[src/hw/rtl/bgs_pkg.sv]
`timescale 1ns / 1ps
// bgs_pkg: shared constants, codes and types for the brightness-to-glyph block
// no dependencies

package bgs_pkg;

  // table geometry
  localparam int unsigned TABLE_DEPTH_DEF = 256;

  // field widths fixed by the interface
  localparam int unsigned CHAN_W      = 8;
  localparam int unsigned SLOT_W      = 8;
  localparam int unsigned TEX_W       = 16;
  localparam int unsigned SIZE_W      = 9;
  localparam int unsigned CELL_W      = 8;
  localparam int unsigned CFG_IDX_W   = 1;
  localparam int unsigned CFG_DATA_W  = 9;

  // register reset values
  localparam logic [SIZE_W-1:0] TABLE_SIZE_RST = 9'd2;
  localparam logic [CELL_W-1:0] CELL_WIDTH_RST = 8'd8;
  localparam logic [SIZE_W-1:0] TABLE_SIZE_MIN = 9'd2;

  // configuration register indexes
  localparam logic [CFG_IDX_W-1:0] CFG_TABLE_SIZE = 1'b0;
  localparam logic [CFG_IDX_W-1:0] CFG_CELL_WIDTH = 1'b1;

  // transaction kinds
  localparam logic KIND_LOAD  = 1'b0;
  localparam logic KIND_PIXEL = 1'b1;

  // search sequencer states
  typedef enum logic [2:0] {
    S_IDLE = 3'b001,
    S_SCAN = 3'b010,
    S_DONE = 3'b100
  } state_t;

  // finished result from the search unit
  typedef struct packed {
    logic              valid;
    logic [SLOT_W-1:0] slot;
  } res_t;

endpackage

[src/hw/rtl/bgs_table.sv]
`timescale 1ns / 1ps
// bgs_table: level/slot table memory, one write port, one registered read port
// depends on bgs_pkg

module bgs_table
  import bgs_pkg::*;
#(
  parameter int unsigned DEPTH = TABLE_DEPTH_DEF,
  parameter int unsigned AW    = $clog2(DEPTH)
) (
  input  logic              clk,
  input  logic              wr_en,
  input  logic [AW-1:0]     wr_addr,
  input  logic [CHAN_W-1:0] wr_level,
  input  logic [SLOT_W-1:0] wr_slot,
  input  logic [AW-1:0]     rd_addr,
  output logic [CHAN_W-1:0] rd_level,
  output logic [SLOT_W-1:0] rd_slot
);

  logic [CHAN_W-1:0] level_mem [DEPTH];
  logic [SLOT_W-1:0] slot_mem  [DEPTH];
  logic [CHAN_W-1:0] rd_level_r;
  logic [SLOT_W-1:0] rd_slot_r;

  always_ff @(posedge clk) begin
    if (wr_en) begin
      level_mem[wr_addr] <= wr_level;
      slot_mem[wr_addr]  <= wr_slot;
    end
  end

  always_ff @(posedge clk) begin
    rd_level_r <= level_mem[rd_addr];
    rd_slot_r  <= slot_mem[rd_addr];
  end

  assign rd_level = rd_level_r;
  assign rd_slot  = rd_slot_r;

endmodule

[config.mk]
export PLATFORM = sky130hd
export DESIGN_NAME = bgs_table
export DESIGN_NICKNAME = d
export VERILOG_FILES = /design/src/hw/rtl/bgs_pkg.sv /design/src/hw/rtl/bgs_table.sv
export SDC_FILE = /design/constraint.sdc
export NUM_CORES = 2
export LEC_CHECK = 0
export BUFFER_PORTS_ARGS = -buffer_cell sky130_fd_sc_hd__buf_2
export CAP_MARGIN = 20
export CORE_MARGIN = 3
export CORE_UTILIZATION = 25
export DETAILED_ROUTE_END_ITERATION = 10
export PLACE_DENSITY = 0.38
export REMOVE_ABC_BUFFERS = 1
export SYNTH_ARGS = -nofsm -noshare
export SYNTH_HDL_FRONTEND = slang
export SYNTH_SLANG_ARGS = --single-unit
export TNS_END_PERCENT = 20
[constraint.sdc]
create_clock -name clk -period 2.8 [get_ports clk]
set_input_delay 0 -clock clk [delete_from_list [all_inputs] [get_ports clk]]
set_output_delay 0 -clock clk [all_outputs]
set_load 0.01 [all_outputs]
==> flow_summary.json <==
{
  "outcome": "finished, violations left",
  "failed_checks": "negative hold slack",
  "worstSetupPathType": "reg2reg",
  "clock.fmax_mhz": 359,
  "start_util_pct": 25.2,
  "ant_nets": 0,
  "cts.reportedPaths.clkPinSlew_ns": 0.06,
  "synth_edf_count": 4096,
  "port_buffers": 49,
  "dp_slack_ns": -1.04,
  "critPathTopFamily": "multiplexers",
  "async_flop_share_pct": 0,
  "row_count": 291,
  "worst_slack_ns": 0.0132,
  "critPathBufInv": 2,
  "endpoint": "rd_level[5]",
  "tightest_slew_ns": 1.13,
  "nNetsFinal": 8666,
  "hold_violations": 2,
  "routed_wl_mm": 531,
  "max_cap_viol_count": 0,
  "drc": 0,
  "seq_area_um2": 123000,
  "core_region_area_um2": 630000,
  "grt_pass1_wl_mm": 728,
  "regToRegSetupSlack_ns": 0.01,
  "required_ns": 3.75,
  "cp-start-kind": "flip-flop",
  "rsz0062_at_grt": "no",
  "clk_path_buf_depth": 4,
  "place_inst": 16500,
  "critPathSlowestCell": "nor3_2",
  "htree_num_levels": 5,
  "crit_path_max_fanout": 1,
  "ff2ff_path_depth": 8,
  "multi_input_area_um2": 32800,
  "drive_gt1_share_pct": 32.4,
  "grt_pass1_vias": 84100,
  "p_leak_nw": 61.8,
  "synth_top_family_by_area": "multiplexers",
  "track_usage_pct": 16.0,
  "end_kind": "flip-flop",
  "utilization_pct": 30.7,
  "cp_cell_sequence": "mux4_2 -> mux2i_1 -> buf_4 -> o22ai_1 -> nor3_2 -> a22o_1 -> buf_12 -> nor3_1",
  "reg2reg_to": "rd_level[5]",
  "syn_inst": 7286,
  "antenna_found_initial": 36,
  "synthSimpleGateAreaFrac_pct": 1.77,
  "synthXorXnorAreaFrac_pct": 0,
  "cts_tree": "built",
  "dieArea_um2": 644000,
  "setup_viol": 0,
  "final.setup.tns_ns": 0,
  "netlist_top_cells_area": "edfxtp_1 (78%), mux4_2 (12%), mux2i_1 (3.1%), o221ai_1 (0.83%), nor2_1 (0.67%)",
  "die_w_um": 802,
  "wl_per_cell_um": 30.6,
  "grt_overflow": 0,
  "drtPass1Iterations": 5,
  "postCtsSetupRepairBufs": 0,
  "synthMuxAreaShare_pct": 15.0,
  "vias": 81100,
  "grt_max_degree": 117,
  "clk_latency_ns": 1.06,
  "rr_startpoint": "level_mem[9][5]",
  "place.gp.congestion": 0.801,
  "dp_hpwl_mm": 342,
  "drt_iter0_drc": 7502,
  "cts_buffers": 450,
  "synthFlopType": "edfxtp_1",
  "clkSinkCount": 4112,
  "synth-compound-area-share_pct": 3.61,
  "post-route-min-period_ns": 2.79,
  "slew_violations": 0,
  "area.growth.synth_to_final_pct": 22.1,
  "num-fill-cells": 60900,
  "detail_route.vias_per_cell": 4.67,
  "clock_skew_ns": 0.0963,
  "synthesis.area_um2": 159000,
  "yosys.area_share.adder_pct": 0,
  "postSynthAreaPerCell_um2": 21.8,
  "synth_top_area_cell": "edfxtp_1",
  "layout_worst_path_cycle_share_pct": 99.5,
  "hold_class": "in2reg",
  "ir_drop_uv": 565,
  "cp.depth": 8,
  "synth_top_area_share_pct": 77.6,
  "critPathLaunch": "level_mem[9][5]",
  "yosys.cell_types.count": 62,
  "seq_area_frac_synth_pct": 77.8,
  "die_y_um": 802,
  "top_level_ports": 50,
  "crit_arrival_ns": 3.73,
  "root_buffer": "clkbuf_16",
  "ys_warn_count": 0,
  "synth-seq-cells": 4112,
  "max_stage_delay_ns": 0.54,
  "fin_cells": 17400,
  "max-slew-margin-rel_pct": 24.7,
  "powerDensity_nw_per_um2": 694,
  "timing.hold.ws_ns": -0.00655
}
cells in the mapped netlist, types with 26 or more instances:
cell / n
o221ai_1: 150
a22oi_1: 88
o22ai_1: 168
buf_2: 77
nand2_1: 77
buf_6: 52
a22o_1: 50
a21oi_1: 119
edfxtp_1: 4096
buf_8: 26
nand2b_1: 35
buf_1: 34
nor3_1: 66
mux4_2: 827
mux2i_1: 495
a221oi_1: 36
nor4_1: 49
nor2_1: 282
o21ai_0: 63
clkbuf_1: 193
buf_4: 35
worst min path at each step:
| stage | slack, ns | to | depth (start not counted) | from |
|---|---|---|---|---|
| 2_1_floorplan | 0.1 | level_mem[0][0] | 0 | wr_level[0] |
| 3_3_place_gp | 0.31 | slot_mem[202][6] | 1 | wr_slot[6] |
| 3_5_place_dp | 0.31 | slot_mem[202][6] | 1 | wr_slot[6] |
| 4_1_cts | 0.001 | slot_mem[246][1] | 3 | wr_slot[1] |
| 5_1_grt | -0.001 | level_mem[18][4] | 2 | wr_level[4] |
| 6_report | -0.007 | level_mem[18][4] | 2 | wr_level[4] |
where the power goes:
part	internal [mW]	switching (mW)	leakage [nW]
sequential	67.9	0.103	36.9
clock	33.1	25.2	7.00
combinational	3.05	5.07	17.8
total	104	30.4	61.8
through the flow:
stage | area, um2 | power [mW]
3_3_place_gp | 179000 | 77.4
6_report | 194000 | 134
4_1_cts | 194000 | 136
5_1_grt | 194000 | 139
2_1_floorplan | 156000 | 71.6
3_5_place_dp | 179000 | 77.5
flip-flops by register name, indices dropped and copies added (netlist names):
register / cells
rd_level: 8
rd_slot: 8
slot_mem: 2048
level_mem: 2048
layout make-up:
| cell class | count | share of cell area [%] |
|---|---|---|
| Inverter | 3 | 0.0110 |
| Antenna cell | 15 | 0.0194 |
| Tap cell | 8350 | 5.40 |
| Clock buffer | 565 | 6.11 |
| Clock inverter | 264 | 1.33 |
| Timing Repair Buffer | 1335 | 6.49 |
| Sequential cell | 4112 | 63.7 |
| Multi-Input combinational cell | 2730 | 17.0 |
logic make-up after synthesis:
logic type / Yosys count
DFF: 4112
buffers and inverters: 444
muxes: 1332
and+or+nand+nor: 601
AOI/OAI and AO/OA: 797
repair_timing:
item | in CTS | in global routing
pin swaps | 0 | 1
hold buffers | 42 | 0
gates cloned | 0 | 0
gates resized for setup | 4 | 5
hold endpoints to repair | 4400 | 0
endpoints found under the setup margin | 3 | 5
cells in the final DEF, fill, tap and decap left out, drive strengths merged, types with 77 or more instances in the layout:
master	instances
mux4	836
edfxtp	4096
clkbuf	566
a22oi	88
nor2	283
o22ai	168
mux2i	495
o221ai	150
buf	1294
clkinv	213
nand2	77
a21oi	119
metal layers:
metal	up-vias	GRT usage, %	wire [um]	part of all wire [%]
li1	33800	-	-	-
met1	44700	22.6	238000	45
met2	2054	26.4	254000	48
met3	569	2.25	25900	4.9
met4	4	3.53	12500	2.4
met5	-	0	27	0.0051
No activity file was read; power rests on OpenSTA's default activity.
