### config.mk
export PLATFORM = sky130hd
export DESIGN_NAME = bgs_search
export DESIGN_NICKNAME = d
export VERILOG_FILES = /design/src/hw/rtl/bgs_pkg.sv /design/src/hw/rtl/bgs_search.sv
export SDC_FILE = /design/constraint.sdc
export NUM_CORES = 1
export LEC_CHECK = 0
export BUFFER_PORTS_ARGS = -buffer_cell sky130_fd_sc_hd__buf_2
export CAP_MARGIN = 20
export CORE_UTILIZATION = 49
export DETAILED_ROUTE_END_ITERATION = 8
export PLACE_DENSITY = 0.74
export SYNTH_ARGS = -nofsm -noshare
export SYNTH_HDL_FRONTEND = slang
export SYNTH_SLANG_ARGS = --single-unit
### constraint.sdc
create_clock -name clk -period 3.69 [get_ports clk]
set_input_delay 0.738 -clock clk [delete_from_list [all_inputs] [get_ports clk]]
set_output_delay 0.738 -clock clk [all_outputs]
set_load 0.005 [all_outputs]
### src/hw/rtl/bgs_pkg.sv
`timescale 1ns / 1ps
// bgs_pkg: shared constants, codes and types for the brightness-to-glyph block
// no dependencies

package bgs_pkg;

  // table geometry
  localparam int unsigned TABLE_DEPTH_DEF = 256;

  // field widths fixed by the interface
  localparam int unsigned CHAN_W      = 8;
  localparam int unsigned SLOT_W      = 8;
  localparam int unsigned TEX_W       = 16;
  localparam int unsigned SIZE_W      = 9;
  localparam int unsigned CELL_W      = 8;
  localparam int unsigned CFG_IDX_W   = 1;
  localparam int unsigned CFG_DATA_W  = 9;

  // register reset values
  localparam logic [SIZE_W-1:0] TABLE_SIZE_RST = 9'd2;
  localparam logic [CELL_W-1:0] CELL_WIDTH_RST = 8'd8;
  localparam logic [SIZE_W-1:0] TABLE_SIZE_MIN = 9'd2;

  // configuration register indexes
  localparam logic [CFG_IDX_W-1:0] CFG_TABLE_SIZE = 1'b0;
  localparam logic [CFG_IDX_W-1:0] CFG_CELL_WIDTH = 1'b1;

  // transaction kinds
  localparam logic KIND_LOAD  = 1'b0;
  localparam logic KIND_PIXEL = 1'b1;

  // search sequencer states
  typedef enum logic [2:0] {
    S_IDLE = 3'b001,
    S_SCAN = 3'b010,
    S_DONE = 3'b100
  } state_t;

  // finished result from the search unit
  typedef struct packed {
    logic              valid;
    logic [SLOT_W-1:0] slot;
  } res_t;

endpackage

### src/hw/rtl/bgs_search.sv
`timescale 1ns / 1ps
// bgs_search: sequencer that scans the table one entry a cycle with a single
// comparator and picks the nearer of the two neighbor entries; uses bgs_pkg

module bgs_search
  import bgs_pkg::*;
#(
  parameter int unsigned DEPTH = TABLE_DEPTH_DEF,
  parameter int unsigned AW    = $clog2(DEPTH)
) (
  input  logic              clk,
  input  logic              rst_n,
  input  logic              start,
  input  logic [CHAN_W-1:0] bright,
  input  logic [AW-1:0]     last_idx,
  input  logic [CHAN_W-1:0] rd_level,
  input  logic [SLOT_W-1:0] rd_slot,
  input  logic              take,
  output logic [AW-1:0]     rd_addr,
  output logic              busy,
  output res_t              res
);

  state_t            state_r, state_nxt;
  logic [AW-1:0]     idx_r, idx_nxt;
  logic [AW-1:0]     last_r, last_nxt;
  logic [CHAN_W-1:0] bright_r, bright_nxt;
  logic              hit0_r, hit0_nxt;
  logic [CHAN_W-1:0] prev_level_r, prev_level_nxt;
  logic [SLOT_W-1:0] prev_slot_r, prev_slot_nxt;
  logic [SLOT_W-1:0] res_slot_r, res_slot_nxt;

  logic              ge;
  logic              stop;
  logic              nearer_upper;
  logic [CHAN_W:0]   pair_sum;
  logic [CHAN_W:0]   bright_x2;

  // shared compare unit: level against brightness
  assign ge = (rd_level >= bright_r);
  // upper entry wins when level + prev < 2 * bright (tie goes low)
  assign pair_sum     = {1'b0, rd_level} + {1'b0, prev_level_r};
  assign bright_x2    = {bright_r, 1'b0};
  assign nearer_upper = (pair_sum < bright_x2);
  assign stop         = hit0_r || ge || (idx_r == last_r);

  always_comb begin
    state_nxt      = state_r;
    idx_nxt        = idx_r;
    last_nxt       = last_r;
    bright_nxt     = bright_r;
    hit0_nxt       = hit0_r;
    prev_level_nxt = prev_level_r;
    prev_slot_nxt  = prev_slot_r;
    res_slot_nxt   = res_slot_r;
    rd_addr        = '0;
    unique case (state_r)
      S_IDLE: begin
        if (start) begin
          idx_nxt    = '0;
          last_nxt   = last_idx;
          bright_nxt = bright;
          state_nxt  = S_SCAN;
        end
      end
      S_SCAN: begin
        rd_addr = idx_r + AW'(1);
        if (idx_r == '0) begin
          // entry 0 is never the answer on its own, step to entry 1
          hit0_nxt       = ge;
          prev_level_nxt = rd_level;
          prev_slot_nxt  = rd_slot;
          idx_nxt        = idx_r + AW'(1);
        end else if (stop) begin
          res_slot_nxt = nearer_upper ? rd_slot : prev_slot_r;
          state_nxt    = S_DONE;
        end else begin
          prev_level_nxt = rd_level;
          prev_slot_nxt  = rd_slot;
          idx_nxt        = idx_r + AW'(1);
        end
      end
      S_DONE: begin
        if (take) begin
          state_nxt = S_IDLE;
        end
      end
      default: begin
        state_nxt = S_IDLE;
      end
    endcase
  end

  always_ff @(posedge clk) begin
    if (!rst_n) begin
      state_r <= S_IDLE;
    end else begin
      state_r <= state_nxt;
    end
  end

  always_ff @(posedge clk) begin
    idx_r        <= idx_nxt;
    last_r       <= last_nxt;
    bright_r     <= bright_nxt;
    hit0_r       <= hit0_nxt;
    prev_level_r <= prev_level_nxt;
    prev_slot_r  <= prev_slot_nxt;
    res_slot_r   <= res_slot_nxt;
  end

  assign busy      = (state_r != S_IDLE);
  assign res.valid = (state_r == S_DONE);
  assign res.slot  = res_slot_r;

endmodule

==> results of run 1 <==
[cell usage in the layout, fill, tap and decap left out, drive strengths merged, types with 2 or more instances in the layout]
master  Yosys  routed
a21boi      3       3
a21o        3       3
a21oi      10      10
and2        2       2
and3        4       4
buf         0      60
clkbuf      1       7
dfxtp       3       3
edfxtp     49      49
ha         24      24
inv        14      14
mux2        8       8
nand2       6       6
nand3       7       7
nand4       2       2
nor2       18      18
nor2b       2       2
nor3b       3       3
nor4        3       3
o21a        3       3
o21ai       4       4
o21bai      2       2
o31ai       2       2
xnor2       2       2
xor2       15      15
[flip-flops by register name, indices dropped and copies added, names as in the netlist]
signal        cells
bright_r          8
idx_r             8
last_r            8
prev_level_r      8
prev_slot_r       8
res_slot_r        8
state_r           3
hit0_r            1
[report_power, final]
group          leakage [nW]  internal (W)  total (W)  switching, W
Clock                0.0424      0.000136   0.000313      0.000177
Combinational         0.809     0.0000882   0.000180     0.0000919
Sequential            0.482      0.000677   0.000695     0.0000178
Total                  1.33      0.000901    0.00119      0.000286
[cell families (layout without fill, tap and decap cells)]
family                   after synthesis  in the layout
multiplexers                           8              8
AO/OA/AOI/OAI                         34             34
buffers and inverters                 15             82
AND/OR/NAND/NOR                       50             50
flip-flops                            52             52
adder cells (fa/ha/maj)               25             25
XOR/XNOR                              17             17
[per-layer routing]
metal | track usage | vias up
li1 | - | 878
met1 | 0.206 | 805
met2 | 0.301 | 32
met3 | 0.0357 | 2
met4 | 0.0679 | 0
met5 | 0 | -
[worst paths after layout]
path | start | end | cells past startpoint | slack (ns)
hold / removal | prev_slot_r[3] | res_slot_r[3] | 1 | 0.55
setup reg to reg | prev_level_r[0] | res_slot_r[2] | 12 | 0.38
hold reg to reg | prev_slot_r[3] | res_slot_r[3] | 1 | 0.55
setup / recovery | rd_level[0] | res_slot_r[2] | 13 | 0.26
[per-stage QoR]
step	hold WS [ns]	instances	worst slack [ns]	area (sq um)
final	0.550	338	0.259	3140
after global placement	0.526	330	-0.00161	3050
after global routing	0.576	338	0.134	3140
after floorplan	0.523	201	0.213	2650
after CTS	0.556	338	0.261	3140
after detailed placement	0.537	330	-0.0718	3050
[cell type report]
| cell class | instances | area, sq um |
|---|---|---|
| clock buffers | 7 | 76.3 |
| inverters | 14 | 52.6 |
| fillers | 421 | 2040 |
| multi-input cells | 134 | 1060 |
| repair buffers | 60 | 318 |
| well taps | 70 | 87.6 |
| flip-flops and latches | 52 | 1530 |
| clock inverters | 1 | 8.76 |
[worst max-delay path, stage by stage]
cell and delay, ns:
buf_2 0.10, and2_1 0.14, fa_1 0.39, a21o_1 0.17, a21oi_1 0.25, o21bai_1 0.09
a211oi_1 0.23, a21oi_1 0.07, ha_1 0.29, and3_1 0.20, a221oi_2 0.33, o21ai_4 0.16
mux2_2 0.30
==> metrics.md, run 1 <==
| Metric | Value |
|---|---|
| I/O Buffers | `53` |
| Clock skew | `0.0126 ns` |
| Largest net degree at the start of global routing | `18` |
| M1 WL | `2.04 mm` |
| Critical Path RT | `3.74 ns` |
| Core area | `0.00517 sq mm` |
| Die Ht | `75.5 microns` |
| First-pass GRT wire length | `7.00 mm` |
| Die W | `75.5 microns` |
| Hold Buf Count CTS | `0` |
| Seq/Total Area, Yosys | `0.578` |
| Post-synthesis adder-cell area fraction | `0.121` |
| Total wire length | `4.48 mm` |
| GR Overflow Total | `0` |
| Top_reg_cell synth | `edfxtp_1` |
| Clock-pin transition on the worst setup and hold timing paths | `0.10 ns` |
| Yosys reg bits | `52` |
| Synth Cell Area | `0.00265 sq mm` |
| Fmax | `291 MHz` |
| Length of routed met3 wiring | `149 microns` |
| Post_cts resized | `0` |
| Initial antenna violation count | `0` |
| Pins Over Slew Limit | `0` |
| Drt first pass iters | `4` |
| P per Cell Area | `379 mW/mm^2` |
| # DRC | `0` |
| Tcrit/Tclk final | `0.930` |
| Post-synth ARST share | `0` |
| Endpoints failing hold | `0` |
| Critical path data arrival time | `3.48 ns` |
| Peak supply drop | `0.265 mV` |
| Setup CP Type | `in2reg` |
| CP Launch Type | `primary input` |
| Share of the synthesized area in the top cell type | `0.555` |
| DR WL met2 | `2.26 mm` |
| Synth unique cells | `39` |
| Starting Density | `0.512` |
| Initial DRC count | `49` |
| Xor-xnor portion of the synthesized cell area | `0.0562` |
| Most numerous cell in the Yosys netlist | `edfxtp_1` |
| DRT antenna net count | `0` |
| Syn Nets | `262` |
| Leak Pwr | `1.33 nW` |
| Simple-gate area share of the yosys netlist | `0.0958` |
| Top post-synthesis cells by count | `edfxtp_1, ha_1, nor2_1` |
| Root buf cell | `clkbuf_8` |
| Ports | `54` |
| DP HPWL | `3.47 mm` |
| Setup violators final | `0` |
| N_diodes | `0` |
| Yosys warns | `0` |
| HP Class | `reg2reg` |
| Mux share of post-synthesis cell area | `0.0340` |
| Vias per cell | `5.08` |
| Layout cell share with drive strength beyond 1 | `0.299` |
| Setup TNS | `0 ns` |
| CTS tree | `yes` |
| Num Clock Sinks | `52` |
| Largest area contributor in the netlist | `edfxtp_1` |
| Worst skew pair latency | `0.30 ns` |
| Least-Margin Pin Slew | `0.634 ns` |
| Synth top area cells | `edfxtp_1, ha_1, xor2_1` |
| Post-synthesis compound-gate area fraction | `0.0940` |
| Htree depth | `2` |
| RSZ-0062 raised after global routing | `no` |
| Worst-path maximum fanout | `8` |
| Worst-case clock buffer depth | `2` |
| Largest family of logic cells by synthesized area | `adder cells` |
| Vias post-DR | `1,717` |
| Minimum clock period | `3.43 ns` |
| Crit. End Element | `flop` |
| Finished Core Util | `0.606` |
| Slew HR | `0.577` |
| Mapped Avg Cell Area | `13.2 sq um` |
| Placer Congestion | `0.798` |
| Post-synth EDFFs | `49` |
| CTS buffer count | `5` |
| Fin nets | `328` |
| Synth-to-Final Area Change | `18.4%` |
| Number of cell rows | `26` |
| Max cap viols | `0` |
| Die Area | `0.00571 sq mm` |
| Status | `finished, final reports clean` |
| Gate count after technology mapping | `201` |
| Post-DR wirelength/cell | `13.2 microns` |
| Vias in the first global route | `1,655` |
| Total power | `0.00119 W` |
| Post-CTS setup buffer count | `0` |
| Max layer used | `met4` |
| GRT Overall Usage | `0.171` |
No activity file was read; power rests on OpenSTA's default activity.
==> run 2, diff against run 1 <==
- CORE_UTILIZATION: 49 -> 59
- PLACE_DENSITY: 0.74 -> 0.84
- clock period: 3.69 -> 3.98 ns (I/O delays scaled with it)
==> run 2 against run 1 <==
Against the previous run:
- sequential cell count stayed put
- critical endpoint is now res_slot_r[3]
- critical path depth stayed put
- die area is 17% lower
- design area is 1.9% lower
- combinational power is 9% lower
- largest power group unchanged
- highest routed layer unchanged
==> metrics.md, run 2 (synthesized netlist as in run 1, its figures left out) <==
| Metric | Value |
|---|---|
| Drt first pass iters | `4 (unchanged)` |
| Endpoints failing hold | `0 (unchanged)` |
| Synth-to-Final Area Change | `16.1%` |
| P per Cell Area | `353 mW/mm^2 (-6.7%)` |
| Leak Pwr | `1.31 nW (-1.5%)` |
| CTS tree | `yes` |
| Critical Path RT | `4.03 ns (+0.29 ns)` |
| Fmax | `275 MHz` |
| Die W | `69.0 microns (-8.6%)` |
| Minimum clock period | `3.63 ns` |
| Num Clock Sinks | `52 (unchanged)` |
| Finished Core Util | `0.712 (+0.105)` |
| Status | `finished, final reports clean` |
| Layout cell share with drive strength beyond 1 | `0.289 (-0.00953)` |
| # DRC | `0 (unchanged)` |
| DP HPWL | `3.58 mm (+3.0%)` |
| N_diodes | `0 (unchanged)` |
| Worst slack at placement | `0.0418 ns (+0.114 ns)` |
| RSZ-0062 raised after global routing | `no` |
| Worst-path maximum fanout | `8 (unchanged)` |
| Largest net degree at the start of global routing | `18 (unchanged)` |
| Clock skew | `0.00719 ns (-0.00538 ns)` |
| Hold Buf Count CTS | `0 (unchanged)` |
| Pins Over Slew Limit | `0 (unchanged)` |
| GRT Overall Usage | `0.216 (+0.0454)` |
| Number of cell rows | `24 (-7.7%)` |
| Placer Congestion | `0.782 (-2.0%)` |
| Least-Margin Pin Slew | `0.673 ns (+0.0390 ns)` |
| Tcrit/Tclk final | `0.913` |
| Most common cell after layout, fill and taps aside | `buf_2` |
| Setup CP Type | `in2reg` |
| Final worst setup slack | `0.346 ns (+0.0870 ns)` |
| Max cap viols | `0 (unchanged)` |
| Vias per cell | `5.60 (+10%)` |
| Worst-case clock buffer depth | `2 (unchanged)` |
| Core area | `0.00432 sq mm (-16%)` |
| Most frequent cells in the layout | `buf_2, edfxtp_1, ha_1, nor2_1, xor2_1` |
| Slew HR | `0.551 (-0.0260)` |
| Post-CTS setup buffer count | `0 (unchanged)` |
| Post-DR wirelength/cell | `14.9 microns (+13%)` |
| CP Launch Type | `primary input` |
| Critical path data arrival time | `3.69 ns (+0.21 ns)` |
| Total wire length | `4.70 mm (+5.1%)` |
| Root buf cell | `clkbuf_8` |
| Vias in the first global route | `1,821 (+10%)` |
| Htree depth | `2 (unchanged)` |
| Die Area | `0.00476 sq mm (-17%)` |
| Setup violators final | `0 (unchanged)` |
| Clock-pin transition on the worst setup and hold timing paths | `0.09 ns (about the same)` |
| Ports | `54 (unchanged)` |
| Die Ht | `69.0 microns (-8.6%)` |
| Starting Density | `0.613 (+0.101)` |
| Crit. End Element | `flop` |
| I/O Buffers | `53 (unchanged)` |
| Peak supply drop | `0.256 mV (-3.3%)` |
| Worst skew pair latency | `0.30 ns (about the same)` |
| HP Class | `reg2reg` |
| Setup TNS | `0 ns (unchanged)` |
| Fin nets | `324 (-1.2%)` |
| Post_cts resized | `0 (unchanged)` |
| Initial DRC count | `76 (+55%)` |
| Vias post-DR | `1,764 (+2.7%)` |
| CTS buffer count | `5 (unchanged)` |
| DRT antenna net count | `0 (unchanged)` |
| First-pass GRT wire length | `8.08 mm (+15%)` |
| Initial antenna violation count | `0 (unchanged)` |
| GR Overflow Total | `0 (unchanged)` |
run 2: path summary, 6_finish.rpt:
check / startpoint / to / slack, ns / depth (start not counted)
worst max-delay path: rd_level[0] / res_slot_r[3] / 0.35 / 13
worst min-delay path: prev_slot_r[4] / res_slot_r[4] / 0.55 / 1
worst max register to register: prev_level_r[0] / res_slot_r[3] / 0.53 / 12
worst min register to register: prev_slot_r[4] / res_slot_r[4] / 0.55 / 1
run 2: through the flow:
step / total power [W] / instance area (sq um) / hold WS (ns) / cells
final: 0.00109 / 3080 / 0.553 / 315
after global routing: 0.00114 / 3080 / 0.576 / 315
after CTS: 0.00109 / 3080 / 0.553 / 315
after detailed placement: 0.000821 / 3000 / 0.537 / 308
after global placement: 0.000814 / 3000 / 0.524 / 308
after floorplan: 0.000765 / 2650 / 0.523 / 201
run 2: worst max-delay path, stage by stage:
cell and delay [ns]:
buf_2 0.12, and2_1 0.15, fa_1 0.41, a21o_1 0.18, a21oi_1 0.25, o21bai_1 0.10
a211oi_1 0.24, a21oi_1 0.07, ha_1 0.31, and3_1 0.20, a221oi_2 0.39, o21ai_4 0.17
mux2_2 0.30
run 2: cell type report:
cell class,count,area [sq um]
fillers,307,1250
inverters,14,52.6
repair buffers,56,288
flip-flops and latches,52,1530
clock inverters,1,5.00
well taps,52,65.1
clock buffers,6,72.6
multi-input cells,134,1060
run 2: per-layer routing:
layer  global-route usage  vias to the layer above  wire (microns)  part of all wire
met5                    0                        -               0                 0
met4               0.0952                        0             131             0.028
met3               0.0497                       12             190             0.040
met2                0.369                       54            2400              0.51
met1                0.262                      828            1980              0.42
li1                     -                      870               -                 -
run 2: where the power goes:
part | switching, W | internal [W] | leakage, nW
combinational | 0.0000860 | 0.0000775 | 0.791
clock | 0.000158 | 0.000120 | 0.0410
sequential | 0.0000170 | 0.000628 | 0.482
total | 0.000261 | 0.000825 | 1.31
==> run 3, diff against run 2 <==
- CORE_UTILIZATION: 59 -> 61
- CTS_BUF_LIST: unset -> sky130_fd_sc_hd__clkbuf_2
- PLACE_DENSITY: 0.84 -> 0.86
==> run 3 against run 2 <==
Against the previous run:
- clock power is 26% lower
- clock skew is 0.019 ns higher
- worst hold slack worse by 0.050 ns
- combinational power hardly changed
- sequential power hardly changed
- final cell count is 0.63% lower
- die area is 3.2% lower
- global-route usage is 1.6 points higher
- design area is 1.6% lower
- critical path type is now reg2reg
==> metrics.md, run 3 (synthesized netlist as in run 1, its figures left out) <==
| Metric | Value |
|---|---|
| Initial antenna violation count | `0 (unchanged)` |
| Worst slack at placement | `0.117 ns (+0.0751 ns)` |
| GRT Overall Usage | `0.232 (+0.0156)` |
| Crit. End Element | `flop` |
| Cell total after placement | `305 (-0.97%)` |
| Root buf cell | `clkbuf_2` |
| Total wire length | `4.80 mm (+2.1%)` |
| P per Cell Area | `335 mW/mm^2 (-5.3%)` |
| First-pass GRT wire length | `7.62 mm (-5.7%)` |
| Status | `finished, final reports clean` |
| CP Launch Type | `flop` |
| Most frequent cells in the layout | `buf_2, edfxtp_1, ha_1, nor2_1, xor2_1` |
| Pins Over Slew Limit | `0 (unchanged)` |
| Tcrit/Tclk final | `0.852 (-0.0611)` |
| Largest net degree at the start of global routing | `18 (unchanged)` |
| I/O Buffers | `53 (unchanged)` |
| Worst-case clock buffer depth | `2 (unchanged)` |
| R2R cell count | `12 (unchanged)` |
| RSZ-0062 raised after global routing | `no` |
| Starting Density | `0.648 (+0.0357)` |
| Top cell by count, worst path | `a21oi_1` |
| Initial DRC count | `81 (+6.6%)` |
| Critical Path RT | `4.20 ns (+0.17 ns)` |
| Worst min-delay path startpoint | `bright[1]` |
| Finished Core Util | `0.741 (+0.0295)` |
| Fmax | `295 MHz (+7.2%)` |
| Setup violators final | `0 (unchanged)` |
| Setup TNS | `0 ns (unchanged)` |
| Vias per cell | `5.61 (+0.13%)` |
| DP HPWL | `3.66 mm (+2.3%)` |
| Cell Count, Final, Fillers Out | `313 (-0.63%)` |
| Worst-path maximum fanout | `8 (unchanged)` |
| Number of cell rows | `23 (-4.2%)` |
| Synth-to-Final Area Change | `14.3%` |
| CP cell instances | `and2_1, fa_1, a21o_1, a21oi_1, o21bai_1, a211oi_1, a21oi_1, ha_1, and3_1, a221oi_2, o21ai_4, mux2_2` |
| Worst path bufs/invs | `0 (-1)` |
| Least-Margin Pin Slew | `0.630 ns (-0.0433 ns)` |
| Setup CP Type | `reg2reg` |
| Final worst setup slack | `0.589 ns (+0.243 ns)` |
| Hold Path Stages | `1 (unchanged)` |
| Hold Buf Count CTS | `0 (unchanged)` |
| Worst Hold Path EP | `bright_r[1]` |
| Drt first pass iters | `4 (unchanged)` |
| Ports | `54 (unchanged)` |
| Leak Pwr | `1.30 nW (-1.2%)` |
| Reg2Reg Capture Point | `res_slot_r[0]` |
| CTS tree | `yes` |
| Most common cell after layout, fill and taps aside | `buf_2` |
| Die W | `67.9 microns (-1.6%)` |
| DRT antenna net count | `0 (unchanged)` |
| Fin nets | `323 (-0.31%)` |
| Die Area | `0.00461 sq mm (-3.2%)` |
| N_diodes | `0 (unchanged)` |
| Peak supply drop | `0.221 mV (-14%)` |
| Slew HR | `0.580 (+0.0289)` |
| Layout cell share with drive strength beyond 1 | `0.289 (unchanged)` |
| Fillers | `282 (-8.1%)` |
| Worst skew pair latency | `0.44 ns (+0.14 ns)` |
| Num Clock Sinks | `52 (unchanged)` |
| Post-CTS setup buffer count | `0 (unchanged)` |
| Clock-pin transition on the worst setup and hold timing paths | `0.25 ns (+0.16 ns)` |
| CP delay by family, top | `compound AO/OA/AOI/OAI gates` |
| Vias in the first global route | `1,765 (-3.1%)` |
| Vias post-DR | `1,755 (-0.51%)` |
| Critical path data arrival time | `3.61 ns (-0.08 ns)` |
| # DRC | `0 (unchanged)` |
| GR Overflow Total | `0 (unchanged)` |
| Critical path's slowest cell | `edfxtp_1` |
| Crit-path max cell delay | `0.46 ns (+0.05 ns)` |
| Post-DR wirelength/cell | `15.3 microns (+2.8%)` |
| Max cap viols | `0 (unchanged)` |
| Htree depth | `2 (unchanged)` |
| Minimum clock period | `3.39 ns (-0.243 ns)` |
| Core area | `0.00409 sq mm (-5.5%)` |
| Launch point of the worst reg-to-reg path | `prev_level_r[0]` |
| R2R setup slack | `0.59 ns (+0.06 ns)` |
| Clock skew | `0.0266 ns (+0.0194 ns)` |
| Endpoints failing hold | `0 (unchanged)` |
| CTS buffer count | `5 (unchanged)` |
| Die Ht | `67.9 microns (-1.6%)` |
| Post_cts resized | `0 (unchanged)` |
| HP Class | `in2reg` |
| Placer Congestion | `0.807 (+3.2%)` |
[run 3: changes by cell type in the layout (fill, tap and decap cells not counted)]
cell	previous run	this run
clkbuf_2	0	7
clkbuf_8	5	0
buf_4	3	2
clkbuf_1	1	0
clkinv_1	0	1
clkinv_2	1	0
[run 3: power breakdown]
group          leakage, nW  switching (W)  internal, W
clock network       0.0306       0.000158    0.0000470
logic                0.785      0.0000851    0.0000776
registers            0.482      0.0000173     0.000628
total                 1.30       0.000260     0.000753
[run 3: layout make-up]
cell class              instances  area, sq um  area share
flip-flops and latches         52         1530       0.506
multi-input cells             134         1060       0.351
repair buffers                 55          280      0.0926
well taps                      50         62.6      0.0207
inverters                      14         52.6      0.0174
clock buffers                   7         35.0      0.0116
clock inverters                 1         3.75     0.00124
[run 3: how the worst max path moves through the flow]
stage,from,end,slack [ns],depth (start not counted)
3_3_place_gp,rd_level[0],res_slot_r[5],0.18,13
5_1_grt,prev_level_r[0],res_slot_r[3],0.43,12
6_report,prev_level_r[0],res_slot_r[0],0.59,12
2_1_floorplan,rd_level[0],res_slot_r[0],0.44,12
4_1_cts,prev_level_r[0],res_slot_r[0],0.59,12
3_5_place_dp,rd_level[0],res_slot_r[0],0.12,13
[run 3: metal layers]
layer / up-vias / GRT usage / share of wire
met1: 838 / 0.276 / 0.43
met5: - / 0 / 0
met4: 0 / 0.107 / 0.016
met2: 42 / 0.411 / 0.52
met3: 7 / 0.0350 / 0.036
li1: 868 / - / -
[run 3: stage by stage]
step           hold WS, ns  instance area, sq um  total power [W]
4_1_cts              0.495                  3030          0.00101
3_3_place_gp         0.526                  2990         0.000812
2_1_floorplan        0.523                  2650         0.000765
5_1_grt              0.476                  3030          0.00106
3_5_place_dp         0.532                  2990         0.000821
6_report             0.504                  3030          0.00101
